[config.mk]
export PLATFORM = sky130hd
export DESIGN_NAME = chrl_cell
export DESIGN_NICKNAME = d
export VERILOG_FILES = /design/src/rtl/chrl_pkg.sv /design/src/rtl/chrl_cell.sv
export SDC_FILE = /design/constraint.sdc
export NUM_CORES = 1
export LEC_CHECK = 0
export BUFFER_PORTS_ARGS = -buffer_cell sky130_fd_sc_hd__buf_2
export CAP_MARGIN = 30
export CORE_AREA = 3 3 130 132
export CTS_BUF_LIST = sky130_fd_sc_hd__clkbuf_2 sky130_fd_sc_hd__clkbuf_4 sky130_fd_sc_hd__clkbuf_8
export DETAILED_ROUTE_END_ITERATION = 12
export DIE_AREA = 0 0 133 135
export GPL_TIMING_DRIVEN = 0
export PLACE_DENSITY = 0.68
export SYNTH_ARGS = -nofsm -noshare
export SYNTH_HDL_FRONTEND = slang
export SYNTH_SLANG_ARGS = --single-unit
[constraint.sdc]
create_clock -name clk_i -period 2.75 [get_ports clk_i]
set_input_delay 0 -clock clk_i [delete_from_list [all_inputs] [get_ports clk_i]]
set_output_delay 0 -clock clk_i [all_outputs]
set_load 0.02 [all_outputs]
[src/rtl/chrl_pkg.sv]
// shared types and constants for the consistent hash ring lookup block
package chrl_pkg;

  localparam int unsigned PointW       = 64;
  localparam int unsigned PartW        = 7;
  localparam int unsigned MaxPointsDef = 64;

  typedef enum logic [1:0] {
    REQ_CLEAR  = 2'd0,
    REQ_INSERT = 2'd1,
    REQ_GEN    = 2'd2,
    REQ_LOOKUP = 2'd3
  } req_e;

  typedef enum logic [1:0] {
    ST_OK    = 2'd0,
    ST_EMPTY = 2'd1,
    ST_ZERO  = 2'd2,
    ST_FULL  = 2'd3
  } status_e;

  typedef enum logic [2:0] {
    FSM_IDLE,
    FSM_EXEC,
    FSM_DIV,
    FSM_FILL,
    FSM_DONE
  } fsm_e;

  // per-cycle commands broadcast to every cell of the chain
  typedef struct packed {
    logic cap;    // register compare flags against the operand
    logic ins;    // commit an ordered insert
    logic shift;  // plain shift toward higher index
  } cell_ctl_t;

endpackage

[src/rtl/chrl_cell.sv]
// one ring slot: holds a point, compares it and hands it to the next slot
module chrl_cell #(
  parameter int unsigned IDX   = 0,
  parameter int unsigned CNT_W = 7
) (
  input  logic                        clk_i,
  input  logic                        rst_ni,
  input  chrl_pkg::cell_ctl_t         ctl_i,
  input  logic [CNT_W-1:0]            count_i,
  input  logic [chrl_pkg::PointW-1:0] op_i,
  input  logic [chrl_pkg::PointW-1:0] new_pt_i,
  input  logic [chrl_pkg::PointW-1:0] prev_pt_i,
  input  logic                        prev_lt_i,
  output logic [chrl_pkg::PointW-1:0] pt_o,
  output logic                        lt_o,
  output logic                        eq_o,
  output logic                        hit_o,
  output logic [chrl_pkg::PointW-1:0] sel_o
);
  import chrl_pkg::*;

  logic [PointW-1:0] pt_q;
  logic              lt_q, ge_q, eq_q;
  logic              valid;

  assign valid = CNT_W'(IDX) < count_i;

  always_ff @(posedge clk_i or negedge rst_ni) begin
    if (!rst_ni) begin
      lt_q <= 1'b0;
      ge_q <= 1'b0;
      eq_q <= 1'b0;
    end else if (ctl_i.cap) begin
      lt_q <= valid && (pt_q < op_i);
      ge_q <= valid && !(pt_q < op_i);
      eq_q <= valid && (pt_q == op_i);
    end
  end

  always_ff @(posedge clk_i) begin
    if (ctl_i.shift) begin
      pt_q <= prev_pt_i;
    end else if (ctl_i.ins && !lt_q) begin
      pt_q <= prev_lt_i ? new_pt_i : prev_pt_i;
    end
  end

  assign pt_o  = pt_q;
  assign lt_o  = lt_q;
  assign eq_o  = eq_q;
  assign hit_o = ge_q && prev_lt_i;
  assign sel_o = hit_o ? pt_q : '0;

endmodule

==> impl_metrics.ini <==
[place]
placedInstanceArea_sq_um = 6867
placement.io_buffers = 335
post-dp-hpwl_um = 14190
routabilityCongestion = 0.8410

[die]
height_of_the_die_um = 135
chipWidth_um = 133
top_level_ports = 336
placeableCoreArea_sq_um = 15830
dieArea_sq_um = 17960
initial_util = 0.3104
std_cell_rows = 46

[drt]
route.detailed.drc = 0
drtPass1Iterations = 4
residual_antenna_violating_net_count_after_detailed_routing = 0
routed_wirelength_um = 19240
routed_wire_per_std_cell_um = 16.63
post_drt_via_cell_ratio = 4.596
dr.first_iter.drc_count = 230
num_vias = 5317

[global_routing]
via_count_of_the_first_global_routing_pass = 5624
grt_util_all_layers = 0.2066
grt_first_pass_wirelength_um = 28960
grt_max_degree = 65
globalRoute.totalOverflow = 0
antenna_violations_before_repair = 0

[finish]
antenna_diode_count = 0
seq_area_sq_um = 1997
drive_above_1_share = 0.4538
final_core_utilization = 0.5296
fillers = 1396
multiInputGateArea_sq_um = 2569
design.final.nets = 1206
area_growth_syn_to_layout_pct = 70.63
layout.cell_area.non_filler_sq_um = 8382

[pwr]
p_per_area_nw_per_um2 = 411.4
irDropWorstVdd_mv = 0.3551
leakagePower_nw = 4.461

[worst_setup_path]
critical_path_depth = 7
path_buf_inv = 0
critPathMaxStageDelay_ns = 0.49
timing_worst_setup_path_type = reg2reg
reg2regPathDepth = 7
worstPathRequired_ns = 2.92
slowest_stage = a221oi_1
critical_path.startpoint_type = register
worst-path-max-fanout = 3
timing.critical_path.cells = ha_1 -> a21oi_1 -> o21ai_1 -> a221oi_1 -> o221ai_1 -> a2111oi_0 -> o22ai_1
worstPathArrival_ns = 2.63
cpLargestDelayFamily = compound AO/OA/AOI/OAI gates
worstSetupEndpointType = register

[clock_tree]
clock_sinks = 67
clock_insertion_delay_at_the_later_pin_of_the_skew_report_ns = 0.35
root_buffer_master = clkbuf_8
maximum_level_of_the_cts_h_tree = 3
cts_inserted_buffers = 9
tritoncts = built
cts.reportedPaths.clkPinSlew_ns = 0.08
postCtsSetupRepairBufs = 0
maximum_buffer_depth_of_the_clock_tree = 2

[logic_synthesis]
most_frequent_cell_after_synthesis = inv_1
synth_warnings = 0
synthCells = 459
number_of_storage_elements_in_the_synthesis_netlist = 67
synth_largest_type_area_fraction = 0.3912
syn-cell-area_sq_um = 4912
synth_nets = 728
synth-async-reset-ratio = 0.04478
synth_commonest_cells = inv_1 (73), and3_1 (64), edfxtp_1 (64), ha_1 (64), mux2_2 (64)
yosys_top_cell_by_area = edfxtp_1
yosys.cell_types.count = 38
synth-seq-area-share = 0.4065
synth_edf_count = 64
synth.area.top_cells = edfxtp_1 (39%), ha_1 (16%), mux2_2 (15%), and3_1 (8.2%), inv_1 (5.6%)
postSynth.topFlopCell = edfxtp_1
syn_area_per_cell_sq_um = 10.70

[timing]
timing.final.crit_share = 0.8937
final-max-slew-violation-count = 0
fmaxAchievable_ghz = 0.4069
rsz0062_at_grt = no
finalCriticalPeriod_ns = 2.458
report.final.setup_viol = 0
final_hold_viol_count = 0
clock_skew_after_layout_ns = 0.01068
slew-limit-headroom = 0.3320
worst-slew-pin-transition_ns = 0.9890

[run_status]
outcome = finished clean

[worst_hold_path]
timing.hold.worst_path_depth = 3
worstHoldPathType = in2reg

[run]
drv.max_cap_violation_count = 0
[worst min-delay path, cell delays in order]
cell     delay [ns]
buf_2          0.08
o41ai_1        0.16
o22ai_2        0.14
[sequential cells by signal, summed over array words and instances, names as in the netlist]
register  count
eq_o          1
lt_o          1
ge_q          1
pt_o         64
[final cells by class]
type,count,area share
tap,216,0.03224
sequential,67,0.2382
clock buffer,10,0.01567
timing repair buffer,467,0.3578
clock inverter,5,0.006568
inverter,73,0.03269
multi-input combinational,298,0.3065
buffer,21,0.01030
[final timing paths]
| kind | slack (ns) | from | end |
|---|---|---|---|
| hold reg to reg | 0.59 | eq_o$_DFFE_PN0P_ | eq_o$_DFFE_PN0P_ |
| setup / recovery | 0.29 | pt_o[35]$_DFFE_PP_ | ge_q$_DFFE_PN0P_ |
| hold / removal | 0.09 | count_i[3] | lt_o$_DFFE_PN0P_ |
| setup reg to reg | 0.29 | pt_o[35]$_DFFE_PP_ | ge_q$_DFFE_PN0P_ |
| min in group asynchronous | 0.57 | rst_ni | lt_o$_DFFE_PN0P_ |
| max in group asynchronous | 2.03 | rst_ni | eq_o$_DFFE_PN0P_ |
[layer usage]
metal	GRT usage	vias to the layer above	routed length, um
li1	-	2627	-
met1	0.2332	2427	7738
met2	0.3854	237	9878
met3	0.04508	26	1231
met4	0.06871	0	393
met5	0	-	0
[power by group]
part / leakage, nW / internal [mW] / total (mW) / switching, mW
sequential: 0.679 / 1.25 / 1.34 / 0.0886
clock: 0.0916 / 0.421 / 0.815 / 0.395
combinational: 3.69 / 0.611 / 1.29 / 0.682
[kinds of logic after synthesis]
family,count (synthesis),share of synthesized area
multiplexers,64,0.1467
flip-flops,67,0.4065
buffers and inverters,94,0.07336
adder cells (fa/ha/maj),64,0.1630
AO/OA/AOI/OAI,54,0.07488
AND/OR/NAND/NOR,116,0.1355
[what timing repair did]
item / in CTS / in global routing
resized for setup: 0 / 1
hold buffers: 131 / 0
hold endpoints to repair: 70 / 0
endpoints found under the setup margin: 0 / 2
[cells in the final DEF, fill, tap and decap left out, drive strengths merged, types with 2 or more instances in the layout]
cell type,n
mux2,64
o21a,3
and3,64
clkbuf,25
nor2,6
dlygate4sd3,131
nor4,3
inv,73
ha,64
edfxtp,64
clkinvlp,2
nand4,14
nand3,6
nor3,2
a21o,6
a221oi,2
o21ai,4
o22ai,3
nand2b,2
a21oi,24
nand2,15
clkinv,2
dfrtp,3
buf,342
o221ai,3
a2111o,2
[stage by stage]
stage / total power, mW / TNS (ns) / worst slack [ns] / std cells / hold slack, ns
finish: 3.448 / 0 / 0.2924 / 1157 / 0.08663
global route: 3.659 / 0 / 0.08929 / 1157 / 0.08269
CTS: 3.466 / 0 / 0.09278 / 1156 / 0.06959
detailed placement: 2.468 / 0 / 0.09545 / 1010 / -0.1955
global placement: 2.449 / -11.29 / -0.1827 / 1010 / -0.1962
floorplan: 1.990 / 0 / 0.4255 / 459 / -0.2956
Power figures use the tool's default switching activity.
