<file path="src/rtl/chrl_pkg.sv">
// shared types and constants for the consistent hash ring lookup block
package chrl_pkg;

  localparam int unsigned PointW       = 64;
  localparam int unsigned PartW        = 7;
  localparam int unsigned MaxPointsDef = 64;

  typedef enum logic [1:0] {
    REQ_CLEAR  = 2'd0,
    REQ_INSERT = 2'd1,
    REQ_GEN    = 2'd2,
    REQ_LOOKUP = 2'd3
  } req_e;

  typedef enum logic [1:0] {
    ST_OK    = 2'd0,
    ST_EMPTY = 2'd1,
    ST_ZERO  = 2'd2,
    ST_FULL  = 2'd3
  } status_e;

  typedef enum logic [2:0] {
    FSM_IDLE,
    FSM_EXEC,
    FSM_DIV,
    FSM_FILL,
    FSM_DONE
  } fsm_e;

  // per-cycle commands broadcast to every cell of the chain
  typedef struct packed {
    logic cap;    // register compare flags against the operand
    logic ins;    // commit an ordered insert
    logic shift;  // plain shift toward higher index
  } cell_ctl_t;

endpackage

</file>
<file path="src/rtl/chrl_div.sv">
// restoring divider of the all-ones word by a small count, one bit per cycle
module chrl_div (
  input  logic                        clk_i,
  input  logic                        rst_ni,
  input  logic                        start_i,
  input  logic [chrl_pkg::PartW-1:0]  divisor_i,
  output logic                        done_o,
  output logic [chrl_pkg::PointW-1:0] quo_o,
  output logic [chrl_pkg::PartW-1:0]  rem_o
);
  import chrl_pkg::*;

  localparam int unsigned StepW = $clog2(PointW);

  logic              busy_q, done_q;
  logic [StepW-1:0]  step_q;
  logic [PointW-1:0] quo_q;
  logic [PartW-1:0]  rem_q, rem_d;
  logic [PartW:0]    trial, diff;
  logic              fits;

  // each step brings down a one bit of the dividend
  assign trial = {rem_q, 1'b1};
  assign fits  = trial >= {1'b0, divisor_i};
  assign diff  = trial - {1'b0, divisor_i};
  assign rem_d = fits ? diff[PartW-1:0] : trial[PartW-1:0];

  always_ff @(posedge clk_i or negedge rst_ni) begin
    if (!rst_ni) begin
      busy_q <= 1'b0;
      done_q <= 1'b0;
      step_q <= '0;
    end else begin
      done_q <= 1'b0;
      if (start_i) begin
        busy_q <= 1'b1;
        step_q <= '0;
      end else if (busy_q) begin
        step_q <= step_q + StepW'(1);
        if (step_q == StepW'(PointW - 1)) begin
          busy_q <= 1'b0;
          done_q <= 1'b1;
        end
      end
    end
  end

  always_ff @(posedge clk_i) begin
    if (start_i) begin
      quo_q <= '0;
      rem_q <= '0;
    end else if (busy_q) begin
      quo_q <= {quo_q[PointW-2:0], fits};
      rem_q <= rem_d;
    end
  end

  assign done_o = done_q;
  assign quo_o  = quo_q;
  assign rem_o  = rem_q;

endmodule

</file>
<file path="config.mk">
export PLATFORM = sky130hd
export DESIGN_NAME = chrl_div
export DESIGN_NICKNAME = d
export VERILOG_FILES = /design/src/rtl/chrl_pkg.sv /design/src/rtl/chrl_div.sv
export SDC_FILE = /design/constraint.sdc
export NUM_CORES = 1
export LEC_CHECK = 0
export ABC_AREA = 1
export BUFFER_PORTS_ARGS = -buffer_cell sky130_fd_sc_hd__clkbuf_2
export CORE_UTILIZATION = 47
export DETAILED_ROUTE_END_ITERATION = 6
export HOLD_SLACK_MARGIN = 0.08
export PLACE_DENSITY = 0.75
export SLEW_MARGIN = 20
export SYNTH_ARGS = -nofsm -noshare
export SYNTH_HDL_FRONTEND = slang
export SYNTH_SLANG_ARGS = --single-unit
</file>
<file path="constraint.sdc">
create_clock -name clk_i -period 1.5 [get_ports clk_i]
set_input_delay 0.375 -clock clk_i [delete_from_list [all_inputs] [get_ports clk_i]]
set_output_delay 0.375 -clock clk_i [all_outputs]
set_load 0.01 [all_outputs]
</file>
==> results of run 1 <==
metrics by stage:
| step | std cells | setup WS (ps) | hold slack [ps] | util [%] |
|---|---|---|---|---|
| final | 531 | -19.5 | 323 | 62.7 |
| after global routing | 531 | -97.5 | 331 | 62.7 |
| after CTS | 530 | -8.40 | 305 | 61.7 |
| after detailed placement | 512 | -176 | 234 | 57.4 |
| after global placement | 512 | -137 | 232 | 57.4 |
| after floorplan | 352 | 7.43 | 79.4 | - |
report_power, final:
| group | internal [W] | total, W | switching, W |
|---|---|---|---|
| sequential | 0.00221 | 0.00231 | 0.000104 |
| clock | 0.00105 | 0.00183 | 0.000779 |
| combinational | 0.000607 | 0.00135 | 0.000741 |
| total | 0.00386 | 0.00549 | 0.00162 |
kinds of logic after synthesis:
kind of cell               after synthesis
and+or+nand+nor                         87
buffers and inverters                  103
xor gates and xnor gates                 2
DFF                                     79
AOI/OAI and AO/OA                       72
adders and majority gates                9
worst max-delay path, cell delays in order, from the launching register on:
cell and delay, ps:
dfxtp_2 360, inv_4 50, ha_4 150, fa_2 320, nand3b_1 180, nand3_1 80
nand2_1 60, nand2_1 50, nand2_1 50, nand3_1 60, nand2_1 50
synth_stat cells:
master | instances | area (µm²)
inv_1 | 87 | 327
dfxtp_1 | 71 | 1420
o22ai_1 | 57 | 357
nand2_1 | 46 | 173
nand3_1 | 17 | 85.1
dfrtp_1 | 8 | 200
ha_1 | 8 | 100
nor2_1 | 8 | 30.0
buf_2 | 6 | 30.0
buf_6 | 6 | 67.6
o22ai_2 | 5 | 62.6
a21oi_1 | 4 | 20.0
nor3_1 | 4 | 20.0
o21ai_0 | 4 | 20.0
nand2_2 | 3 | 18.8
inv_4 | 2 | 12.5
nand3_4 | 2 | 35.0
nor2_4 | 2 | 22.5
xor2_1 | 2 | 17.5
a22o_1 | 1 | 8.76
buf_4 | 1 | 7.51
fa_1 | 1 | 20.0
inv_2 | 1 | 3.75
nand3b_1 | 1 | 7.51
nand4_1 | 1 | 6.26
nor2_2 | 1 | 6.26
nor2_8 | 1 | 20.0
o21ai_1 | 1 | 5.00
or2_1 | 1 | 6.26
layout make-up:
class,count,share of cell area [%]
Timing Repair Buffer,99,14.2
Clock buffer,11,3.81
Multi-Input combinational cell,170,28.2
Sequential cell,79,40.6
Tap cell,77,2.41
Clock inverter,5,2.13
Inverter,90,8.63
placed cells by master (no fill, tap or decap), types with 3 or more instances in the layout:
cell type / netlist / routed
inv_1: 87 / 86
clkbuf_2: 0 / 81
dfxtp_1: 71 / 69
o22ai_1: 57 / 57
nand2_1: 46 / 44
nand3_1: 17 / 16
buf_4: 1 / 15
clkbuf_8: 0 / 9
dfrtp_1: 8 / 8
nor2_1: 8 / 7
o22ai_2: 5 / 5
nand2_2: 3 / 5
ha_4: 0 / 5
nor3_1: 4 / 4
o21ai_0: 4 / 4
inv_4: 2 / 3
nor2_4: 2 / 3
a21oi_1: 4 / 3
ha_1: 8 / 3
final timing paths:
kind	to	slack, ps	depth (start not counted)
worst min register to register	rem_o[1]	480	2
worst max register to register	rem_o[5]	-20	10
worst max-delay path	rem_o[5]	-20	10
worst min-delay path	rem_o[0]	320	4
max in group asynchronous	step_q[0]	920	2
min in group asynchronous	step_q[5]	400	2
what timing repair did:
action / 4_1_cts / 5_1_grt
resized for setup: 3 / 10
pin swaps: 0 / 3
hold buffers: 1 / 0
endpoints found under the setup margin: 2 / 20
buffers inserted: 1 / 1
hold endpoints to repair: 8 / 0
flip-flops by register name, indices dropped and copies added, names as in the netlist:
name,count
quo_o,64
rem_o,7
step_q,6
busy_q,1
done_o,1
metal layers:
metal | part of all wire, % | track usage [%] | up-vias | wire [µm]
li1 | - | - | 1330 | -
met1 | 46 | 23.2 | 1159 | 2970
met4 | 1.6 | 7.99 | 0 | 105
met3 | 3.1 | 3.18 | 11 | 202
met2 | 49 | 32.6 | 59 | 3170
met5 | 0 | 0 | - | 0
==> impl_results.md, run 1 <==
- Seq/Total Area, Yosys: 52.1%
- Antenna viol nets, final: 0
- Worst setup startpoint: rem_o[0]
- Period utilization: 101%
- Core area: 6390 µm²
- Simple-Gate Fraction of Synth Area: 13.8%
- RSZ-0062 raised after global routing: yes
- Mapped Avg Cell Area: 8.84 µm²
- HP Start: divisor_i[0]
- Placement Rows: 29
- Multi-input gate area: 1130 µm²
- Worst Path Max Fanout: 3
- Layout Skew: 9.98 ps
- Post-synthesis adder-cell area fraction: 3.86%
- Area of the die: 6950 µm²
- Startpoint Class: flip-flop
- P_leak: 1.78 nW
- Largest net degree at the start of global routing: 64
- CTS Sinks: 79
- Setup violators final: 1
- Worst-Skew Late Latency: 350 ps
- Fmax: 658 MHz
- Relative slew slack: 58.3%
- Worst r2r src: rem_o[0]
- Placer congestion estimate: 0.830
- Failing checks: setup timing
- Setup crit end kind: flip-flop
- Multiplexer share of the synthesized area: 0%
- Die outline width: 83.4 µm
- Routed WL: 6450 µm
- Yosys reg bits: 79
- Vias per cell: 4.82
- Design Area, Final: 4000 µm²
- XOR/XNOR Fraction of Synth Area: 0.563%
- VDD IR max: 758 µV
- Top-level I/O count: 82
- Root Buffer Master: clkbuf_8
- Synth Area in Compound Gates: 15.2%
- Share of cells above drive strength 1: 31.9%
- Die Y: 83.4 µm
- Area delta synth->final: 28.6%
- Initial antenna violation count: 0
- Clock transition at path regs: 70 ps
- Worst-Margin Slew: 626 ps
- Grt total ovfl: 0
- CTS Buf Count: 9
- Register area: 1620 µm²
- Setup TNS: -19.5 ps
- Yosys warns: 0
- Post-Syn Instances: 352
- Fill cell total of the finished layout: 593
- Pwr dens: 1370 nW/µm²
- Layout Nets: 468
- Outcome: finished, violations left
- CP Data Arrival Time: 1750 ps
- Synthesized cell area: 3110 µm²
- Main combinational cell family by area after synthesis: compound AO/OA/AOI/OAI gates
- H-tree Lvls: 3
- Final min period: 1520 ps
- Initial Utilization: 48.7%
- Detailed placement HPWL: 4560 µm
- GRT Overall Usage: 18.9%
- Vias in the first global route: 2355
- Power Total: 0.00549 W
- Placed Instance Area: 3670 µm²
- Netlist cell types: 29
- Hold crit path type: primary input to flip-flop
- Final WS setup: -19.5 ps
- Clock Path Buffers: 2
- Routed WL per cell: 12.1 µm
- First-pass GRT wire length: 10500 µm
- # diodes: 0
- CTS tree: yes
- Pins Over Slew Limit: 0
- Crit Path Class: flip-flop to flip-flop
- Drt first-iter violations: 103
- 1st-pass router iterations: 4
- Maxcap violations: 0
- IO buf count: 81
- Final Hold Violating Endpoints: 0
- DRC Markers: 0
- Synthesized Nets: 371
- DR vias: 2559
- Required time of the critical path: 1730 ps
Note: power is estimated with default switching activity, not from simulation.
==> run 2: changes to the inputs <==
--- a/config.mk
+++ b/config.mk
@@ -5,10 +5,10 @@
 export SDC_FILE = /design/constraint.sdc
 export NUM_CORES = 1
 export LEC_CHECK = 0
-export ABC_AREA = 1
 export BUFFER_PORTS_ARGS = -buffer_cell sky130_fd_sc_hd__clkbuf_2
 export CORE_UTILIZATION = 47
 export DETAILED_ROUTE_END_ITERATION = 6
+export GPL_ROUTABILITY_DRIVEN = 0
 export HOLD_SLACK_MARGIN = 0.08
 export PLACE_DENSITY = 0.75
 export SLEW_MARGIN = 20
==> run 2 against run 1 <==
The run still ends with setup timing left. Critical path depth shrank 5. Synthesized cell count shrank 6.0%. Global-route usage shrank 0.46 points. Non-clock buffer count grew 11. Wire length grew 3.1%. Clock power shrank 20%. First-iteration DRC count shrank 5.8%. Critical path type unchanged. Largest cell class is now multi-input gates.
==> impl_results.md, run 2 <==
- Die outline width: 85.7 µm
- CP bufs+invs: 0
- Leading area contributor after synthesis: dfxtp_1
- Startpoint Class: flip-flop
- # diodes: 0
- 1st-pass router iterations: 4
- Fill cell total of the finished layout: 536
- Die Y: 85.7 µm
- Final Hold Violating Endpoints: 0
- Power Total: 0.00503 W
- DR vias: 2637
- Cells after DPL: 513
- Post-synthesis adder-cell area fraction: 3.64%
- Antenna viol nets, final: 0
- Final WS setup: -162 ps
- Commonest non-fill, non-tap cells in the layout: 83 x nor2_1, 81 x clkbuf_2, 67 x dfxtp_1
- FFs w/ async S/R, synth: 10.1%
- Post-synth top area share: 43.1%
- Seq/Total Area, Yosys: 49.2%
- P_leak: 2.36 nW
- Outcome: finished, violations left
- Worst-Margin Slew: 349 ps
- XOR/XNOR Fraction of Synth Area: 1.86%
- CP Data Arrival Time: 1880 ps
- Commonest non-fill, non-tap cell in the layout: nor2_1
- Synthesized Nets: 350
- Cell with the most instances after synthesis: nor2_1
- Yosys warns: 0
- Synthesized cell area: 3300 µm²
- Post-Syn Instances: 331
- Vias per cell: 4.96
- Post-synth EDFFs: 0
- Pwr dens: 1160 nW/µm²
- Fmax: 602 MHz
- Core area: 6790 µm²
- Util after Layout: 64.0%
- Synth Area in Compound Gates: 6.23%
- Simple-Gate Fraction of Synth Area: 15.8%
- Final min period: 1660 ps
- CTS Sinks: 79
- Top-level I/O count: 82
- Largest net degree at the start of global routing: 43
- DRC Markers: 0
- Clock Path Buffers: 2
- Commonest cells in the netlist: 83 x nor2_1, 71 x dfxtp_1, 64 x mux2i_1
- Routed WL per cell: 12.5 µm
- Main combinational cell family by area after synthesis: multiplexers
- Period utilization: 111%
- Vias in the first global route: 2460
- Relative slew slack: 76.7%
- Max reg flops: 64
- Worst-Skew Late Latency: 350 ps
- Share of cells above drive strength 1: 36.7%
- Clock transition at path regs: 90 ps
- Placement Rows: 30
- Multiplexer share of the synthesized area: 19.4%
- Worst path max stage delay: 370 ps
- Netlist cell types: 42
- CP delay by family, top: compound AO/OA/AOI/OAI gates
- Setup crit end kind: flip-flop
- Crit Path Class: flip-flop to flip-flop
- Drt first-iter violations: 97
- Detailed placement HPWL: 4570 µm
- RSZ-0062 raised after global routing: yes
- Setup violators final: 8
- Mapped Avg Cell Area: 9.96 µm²
- CTS tree: yes
- Yosys reg bits: 79
- IO buf count: 81
- Worst Path Max Fanout: 7
- Multi-input gate area: 1700 µm²
- Layout Skew: 8.48 ps
- Layout Nets: 450
- GRT Overall Usage: 18.4%
- Maxcap violations: 0
- H-tree Lvls: 3
- Routed WL: 6650 µm
- Crit-path slowest cell: dfxtp_2
- Grt total ovfl: 0
- Root Buffer Master: clkbuf_8
- CTS Buf Count: 9
- Layout Cells excl Fill: 532
- Hold crit path type: primary input to flip-flop
- Failing checks: setup timing
- Initial Utilization: 48.5%
- CP cell instances: ha_4 > a21o_1 > a211oi_4 > and3_4 > a311oi_2
- Required time of the critical path: 1720 ps
- VDD IR max: 662 µV
- Area of the die: 7350 µm²
- Top cells by area, synth: dfxtp_1 43%, mux2i_1 19%, nor2_1 9.5%
- Initial antenna violation count: 0
- Pins Over Slew Limit: 0
- Register area: 1630 µm²
- Ys flop type: dfxtp_1
- Area delta synth->final: 31.9%
- First-pass GRT wire length: 10800 µm
[run 2: changes by cell type in the layout (fill, tap and decap cells not counted), moves of 10 or more]
| cell | change |
|---|---|
| inv_1 | -83 |
| nor2_1 | +76 |
| mux2i_1 | +64 |
| o22ai_1 | -57 |
| nand2_1 | -36 |
| nand3_1 | -16 |
| buf_4 | +10 |
[run 2: worst paths after layout]
kind | slack (ps) | start | depth (start not counted) | endpoint
max | -160 | rem_o[4] | 5 | rem_o[3]
min | 270 | divisor_i[0] | 2 | rem_o[0]
max reg2reg | -160 | rem_o[4] | 5 | rem_o[3]
min reg2reg | 510 | quo_o[63] | 2 | quo_o[63]
max in group asynchronous | 890 | rst_ni | 2 | busy_q
min in group asynchronous | 400 | rst_ni | 2 | done_o
[run 2: power breakdown]
| group | internal [W] | leakage [nW] | total (W) | switching, W |
|---|---|---|---|---|
| Combinational | 0.000673 | 1.59 | 0.00128 | 0.000609 |
| Sequential | 0.00219 | 0.679 | 0.00228 | 0.0000912 |
| Clock | 0.000633 | 0.0931 | 0.00147 | 0.000832 |
| Total | 0.00349 | 2.36 | 0.00503 | 0.00153 |
[run 2: cells by family (layout without fill, tap and decap cells)]
family | count (synthesis) | in the layout
AOI/OAI and AO/OA | 25 | 25
xor gates and xnor gates | 7 | 7
adders and majority gates | 9 | 9
buffers and inverters | 29 | 134
DFF | 79 | 79
muxes | 64 | 64
and+or+nand+nor | 118 | 118
[run 2: metrics by stage]
step	setup TNS [ps]	hold WS [ps]	worst slack, ps	area [µm²]
2_1_floorplan	-1190	79.4	-181	3420
3_3_place_gp	-2780	233	-375	4080
3_5_place_dp	-3130	236	-412	4080
4_1_cts	-936	262	-136	4310
5_1_grt	-1380	268	-188	4350
6_report	-1040	269	-162	4350
[run 2: what timing repair did]
action,CTS,global route
buffers inserted,2,0
pin swaps,6,6
endpoints found under the hold margin,8,0
resized for setup,5,6
hold buffers,1,0
endpoints found under the setup margin,8,8
[run 2: per-layer routing]
| layer | GRT usage [%] | wire (µm) |
|---|---|---|
| met5 | 0 | 0 |
| met1 | 21.7 | 3050 |
| met2 | 31.6 | 3250 |
| met3 | 4.91 | 288 |
| met4 | 8.03 | 65 |
[run 2: cell type report]
cell class                      count  area share, %
Sequential cell                    79           37.6
Timing Repair Buffer              110           15.3
Tap cell                           96           2.76
Multi-Input combinational cell    223           39.1
Clock buffer                        9           2.85
Clock inverter                      7           1.38
Inverter                            8           1.09
